File: src/rtl/core/kabl_pkg.sv
// Shared types, constants and helpers for the k-th ancestor engine.
// Used by the controller, datapath, top level and checker.
`timescale 1ns / 1ps

package kabl_pkg;

    localparam int MAX_NODES = 1024;
    localparam int LEVELS    = 20;

    // Fixed field widths
    localparam int FUNC_W = 2;
    localparam int NODE_W = 10;
    localparam int DIST_W = 20;
    localparam int CNT_W  = 11;

    localparam int PADDR_W = 3;
    localparam int PDATA_W = 32;

    localparam int ENTRY_W = NODE_W + 1;
    localparam int DEPTH   = MAX_NODES * LEVELS;
    localparam int ADDR_W  = (DEPTH > 1) ? $clog2(DEPTH) : 1;
    localparam int IDX_W   = $clog2(MAX_NODES);
    localparam int LVL_W   = (LEVELS > 1) ? $clog2(LEVELS) : 1;
    localparam int EFF_W   = (CNT_W > $clog2(MAX_NODES + 1)) ? CNT_W : $clog2(MAX_NODES + 1);

    localparam logic [CNT_W-1:0] NODE_COUNT_RESET = CNT_W'(1024);

    // Distance bits that map onto existing table levels
    localparam logic [DIST_W-1:0] DIST_MASK = (LEVELS >= DIST_W) ? {DIST_W{1'b1}} :
                                               DIST_W'((64'd1 << LEVELS) - 64'd1);

    // Function codes
    localparam logic [FUNC_W-1:0] FUNC_LOAD  = 2'd0;
    localparam logic [FUNC_W-1:0] FUNC_BUILD = 2'd1;
    localparam logic [FUNC_W-1:0] FUNC_QUERY = 2'd2;

    // Register index (paddr word bits)
    localparam logic [PADDR_W-3:0] REG_NODE_COUNT = '0;

    typedef enum logic [2:0] {
        ST_IDLE,
        ST_B_RDA,
        ST_B_CHKA,
        ST_B_CHKB,
        ST_Q_STEP,
        ST_Q_CHK
    } state_t;

    typedef struct packed {
        logic load_write;
        logic b_init;
        logic b_rd_a;
        logic b_rd_b;
        logic b_write;
        logic b_step;
        logic q_init;
        logic q_rd;
        logic q_shift;
        logic q_take;
        logic res_found;
        logic res_fail;
    } cmd_t;

    typedef struct packed {
        logic query_ok;
        logic build_empty;
        logic dist_zero;
        logic dist_lsb;
        logic entry_ok;
        logic v_last;
        logic lvl_last;
    } status_t;

    // Table entry (v, j) lives at j*MAX_NODES + v
    function automatic logic [ADDR_W-1:0] node_addr(input logic [LVL_W-1:0] lvl,
                                                    input logic [IDX_W-1:0] idx);
        return ADDR_W'(lvl) * ADDR_W'(MAX_NODES) + ADDR_W'(idx);
    endfunction

endpackage

File: src/rtl/core/kabl_ctrl.sv
// Controller state machine for the k-th ancestor engine.
// Depends on kabl_pkg; drives the datapath by command and reads its status.
`timescale 1ns / 1ps

module kabl_ctrl (
    input  logic                        clk,
    input  logic                        rst_n,
    input  logic                        start,
    input  logic [kabl_pkg::FUNC_W-1:0] func,
    input  kabl_pkg::status_t           status,
    output kabl_pkg::cmd_t              cmd,
    output logic                        busy
);

    import kabl_pkg::*;

    state_t state_reg;
    state_t state_next;

    always_ff @(posedge clk or negedge rst_n)
    begin
        if (!rst_n)
        begin
            state_reg <= ST_IDLE;
        end
        else
        begin
            state_reg <= state_next;
        end
    end

    // Next state
    always_comb
    begin
        state_next = state_reg;
        unique case (state_reg)
            ST_IDLE:
            begin
                if (start)
                begin
                    if (func == FUNC_BUILD && !status.build_empty)
                    begin
                        state_next = ST_B_RDA;
                    end
                    else if (func == FUNC_QUERY && status.query_ok)
                    begin
                        state_next = ST_Q_STEP;
                    end
                end
            end
            ST_B_RDA:
            begin
                state_next = ST_B_CHKA;
            end
            ST_B_CHKA,
            ST_B_CHKB:
            begin
                if (state_reg == ST_B_CHKA && status.entry_ok)
                begin
                    state_next = ST_B_CHKB;
                end
                else if (status.v_last && status.lvl_last)
                begin
                    state_next = ST_IDLE;
                end
                else
                begin
                    state_next = ST_B_RDA;
                end
            end
            ST_Q_STEP:
            begin
                if (status.dist_zero)
                begin
                    state_next = ST_IDLE;
                end
                else if (status.dist_lsb)
                begin
                    state_next = ST_Q_CHK;
                end
            end
            ST_Q_CHK:
            begin
                state_next = status.entry_ok ? ST_Q_STEP : ST_IDLE;
            end
            default:
            begin
                state_next = ST_IDLE;
            end
        endcase
    end

    // Commands
    always_comb
    begin
        cmd = '0;
        unique case (state_reg)
            ST_IDLE:
            begin
                if (start)
                begin
                    unique case (func)
                        FUNC_LOAD:
                        begin
                            cmd.load_write = 1'b1;
                        end
                        FUNC_BUILD:
                        begin
                            cmd.b_init = !status.build_empty;
                        end
                        FUNC_QUERY:
                        begin
                            cmd.q_init   = status.query_ok;
                            cmd.res_fail = !status.query_ok;
                        end
                        default:
                        begin
                            cmd = '0;
                        end
                    endcase
                end
            end
            ST_B_RDA:
            begin
                cmd.b_rd_a = 1'b1;
            end
            ST_B_CHKA:
            begin
                // Present parent: fetch its entry; else store absent now
                if (status.entry_ok)
                begin
                    cmd.b_rd_b = 1'b1;
                end
                else
                begin
                    cmd.b_write = 1'b1;
                    cmd.b_step  = 1'b1;
                end
            end
            ST_B_CHKB:
            begin
                cmd.b_write = 1'b1;
                cmd.b_step  = 1'b1;
            end
            ST_Q_STEP:
            begin
                if (status.dist_zero)
                begin
                    cmd.res_found = 1'b1;
                end
                else if (status.dist_lsb)
                begin
                    cmd.q_rd = 1'b1;
                end
                else
                begin
                    cmd.q_shift = 1'b1;
                end
            end
            ST_Q_CHK:
            begin
                cmd.q_take   = status.entry_ok;
                cmd.res_fail = !status.entry_ok;
            end
            default:
            begin
                cmd = '0;
            end
        endcase
    end

    assign busy = (state_reg != ST_IDLE);

endmodule

File: config.mk
export PLATFORM = sky130hd
export DESIGN_NAME = kabl_ctrl
export DESIGN_NICKNAME = d
export VERILOG_FILES = /design/src/rtl/core/kabl_pkg.sv /design/src/rtl/core/kabl_ctrl.sv
export SDC_FILE = /design/constraint.sdc
export NUM_CORES = 1
export LEC_CHECK = 0
export BUFFER_PORTS_ARGS = -buffer_cell sky130_fd_sc_hd__buf_4
export CELL_PAD_IN_SITES_DETAIL_PLACEMENT = 2
export CELL_PAD_IN_SITES_GLOBAL_PLACEMENT = 2
export CORE_MARGIN = 2
export CORE_UTILIZATION = 19
export CTS_CLUSTER_DIAMETER = 40
export DETAILED_ROUTE_END_ITERATION = 16
export PLACE_DENSITY = 0.72
export SYNTH_ARGS = -nofsm -noshare
export SYNTH_HDL_FRONTEND = slang
export SYNTH_SLANG_ARGS = --single-unit
File: constraint.sdc
create_clock -name clk -period 4.2 [get_ports clk]
set_clock_uncertainty 0.1 [all_clocks]
set_input_delay 0.21 -clock clk [delete_from_list [all_inputs] [get_ports clk]]
set_output_delay 0.21 -clock clk [all_outputs]
set_load 0.05 [all_outputs]
==> metrics <==
most frequent cells in the layout buf_4 (24), nor2_1 (4), clkbuf_4 (3), dfrtp_1 (3); Syn Inst Count 37; die height approximately 45 um; vias in the first global route 359; row count 14; # nets final between 70 and 80; Fin Hold WS roughly 160 ps; reg-to-reg critical path startpoint state_reg[2]; clk sinks 3; worst path bufs/invs 1; Final Instance Area approximately 550 um^2; Post-Synth Adder-Cell Area 0%; Netlist cell types 28; mux contribution to synthesized area 0%; routability cong. between 0.6 and 0.7; Longest Clk Path Bufs 2; Initial Util between 20% and 30%; IO Port Bufs 24; post-synthesis simple-gate area fraction 54.5%; crit path to cmd[0]; mapped cell area between 300 and 400 um^2; Max H-tree Level 1; I/O Pins 25; pin count of the biggest net entering global routing 9; area delta synth->final 71.2%; largest family of logic cells by synthesized area simple AND/OR/NAND/NOR gates; status finished clean; Crit path arrival time around 1600 ps; Comb pwr share between 70% and 80%; fin crit share 44.7%; Cell Pwr Density between 700 and 800 nW/um^2; layout cells sized above 1 between 50% and 60%; CP startpoint state_reg[2]; RSZ-0062 raised after global routing no; Yosys warning count 0; # setup viols final 0; DR vias around 390; post-route minimum period 1880 ps; dpl hpwl between 800 and 900 um; Cell Int Power 0.000191 W; clock latency on the worst-skew pair about 230 ps; Max Cap Viol 0; Post-CTS Setup Inserts 0; compound-cell area share of the yosys netlist 18.7%; xor-xnor portion of the synthesized cell area 0%; Iteration-0 DRC Markers 5; cell chain of the critical path nor3_2 -> nand3_1 -> o22ai_1 -> buf_4; Crit. End Element output pin; Reg2Reg Setup Slack roughly 2700 ps; GRT Util Overall 11.1%; critical path's slowest cell dfrtp_1; critical path class flip-flop to output pin; Clock transition at path regs roughly 40 ps; capturing point of the worst reg2reg path state_reg[0]; Inst Count DP 76; post-CTS sizing 0; layout filler cell count about 190; Finished Core Util 35.7%; final std cells w/o fill 81; initial antenna violation count 0; Largest register FFs 3; die area 2040 um^2; first-pass GRT wire length about 1600 um; Flop pwr share between 15 and 20%; WL final ~1000 um; Fmax approximately 530 MHz; clock power share ~12%; n_diodes 0; Slew @ Worst Pin 467 ps; Core Area ~1500 um^2; final hold violation count 0; Peak VDD IR 0.000387 V; Pre-antenna DRT Iters 2; Congestion Overflow GR 0; Placed Instance Area 514 um^2; Syn Area/Cell roughly 8.7 um^2; Reg2Reg Depth 4; CP startpoint kind flip-flop; Synth Net Count approximately 50; switching power share of the total 54.6%; DRT antenna net count 0; Routed WL per cell roughly 13 um; Max-slew headroom between 60% and 70%; Psw ~0.00023 W; DR vias/cell between 4 and 5; CP max stage delay about 440 ps; CTS tree built; required time worst endpoint 3890 ps; worst hold path class input port to flip-flop; Max FO, Critical Path 8; cell family with most CP delay simple AND/OR/NAND/NOR gates; setup TNS 0 ps; Root Buffer clkbuf_4; most common cell after layout, fill and taps aside buf_4; sequential-to-total area share from yosys stat a little under a quarter; Die W 45.1 um; CTS buffer count 3; #FFs+latches synth 3; Crit path depth 4; Slew Viols, Final 0; DR DRC count 0; Leak approximately 0.27 nW
stage by stage:
| stage | setup WS, ps | power [W] |
|---|---|---|
| final | 2320 | 0.000421 |
| after global placement | 2570 | 0.000372 |
| after CTS | 2290 | 0.000429 |
| after detailed placement | 2550 | 0.000374 |
| after floorplan | 2190 | 0.000290 |
| after global routing | 2190 | 0.000448 |
logic make-up (layout without fill, tap and decap cells):
kind of cell / Yosys count / in the layout
AO/OA/AOI/OAI: 7 / 7
AND/OR/NAND/NOR: 25 / 25
flip-flops: 3 / 3
buffers and inverters: 2 / 30
power by group through the flow:
stage	registers, W	clock network (W)	logic, W
global placement	0.0000693	0	0.000303
CTS	0.0000701	0.0000563	0.000303
detailed placement	0.0000705	0	0.000304
finish	0.0000700	0.0000521	0.000299
global route	0.0000739	0.0000568	0.000317
floorplan	0.0000634	0	0.000227
final cells by class:
class                      count  area, um^2  area share [%]
clock buffer                   4        26.3            4.77
tap                           16        20.0            3.64
sequential                     3        75.1            13.6
timing repair buffer          25         190            34.5
inverter                       1        3.75           0.682
multi-input combinational     32         235            42.7
tightest hold or removal path: cells and delay by family:
family                 cells  cell delay, ps
buffers and inverters      1              90
AO/OA/AOI/OAI              2             150
what timing repair did:
action	4_1_cts	5_1_grt
hold buffers	1	0
setup endpoints to repair	0	0
hold endpoints to repair	3	0
cells in the mapped netlist:
library cell  instances  share of area, %
or4b_4                1               4.3
and2_1                1               1.9
a21oi_2               1               2.7
nand3_1               1               1.6
nand3b_1              1               2.3
nor4bb_1              1               3.1
and3_1                1               1.9
dfrtp_1               3                23
o32ai_2               1               5.1
o21ba_1               1               3.1
nand2b_1              2               3.9
nor2b_1               2               3.9
o21ai_1               1               1.6
and4b_1               1               3.1
nor3_2                1               3.1
nand2_1               2               2.3
o22ai_1               1               1.9
a21oi_1               1               1.6
buf_4                 1               2.3
and4b_2               1               3.5
and4bb_2              1               3.9
nor4b_1               1               2.7
a31o_1                1               2.7
nor3_1                1               1.6
inv_2                 1               1.2
nor2_1                4               4.7
nor3b_1               2               4.7
or2_1                 1               1.9
worst min-delay path by stage:
stage	start	end	cells after the start
6_report	status[3]	state_reg[0]	3
5_1_grt	status[3]	state_reg[0]	3
4_1_cts	status[3]	state_reg[0]	3
3_5_place_dp	rst_n	state_reg[1]	1
3_3_place_gp	rst_n	state_reg[1]	1
2_1_floorplan	rst_n	state_reg[0]	0
routing by layer:
layer | up-vias | routed length (um) | track usage [%]
met2 | 11 | 490 | 17.1
met4 | 0 | 0 | 3.53
met1 | 183 | 493 | 14.3
met5 | - | 0 | 0
met3 | 0 | 52 | 4.00
li1 | 198 | - | -
Note: power is estimated with default switching activity, not from simulation.
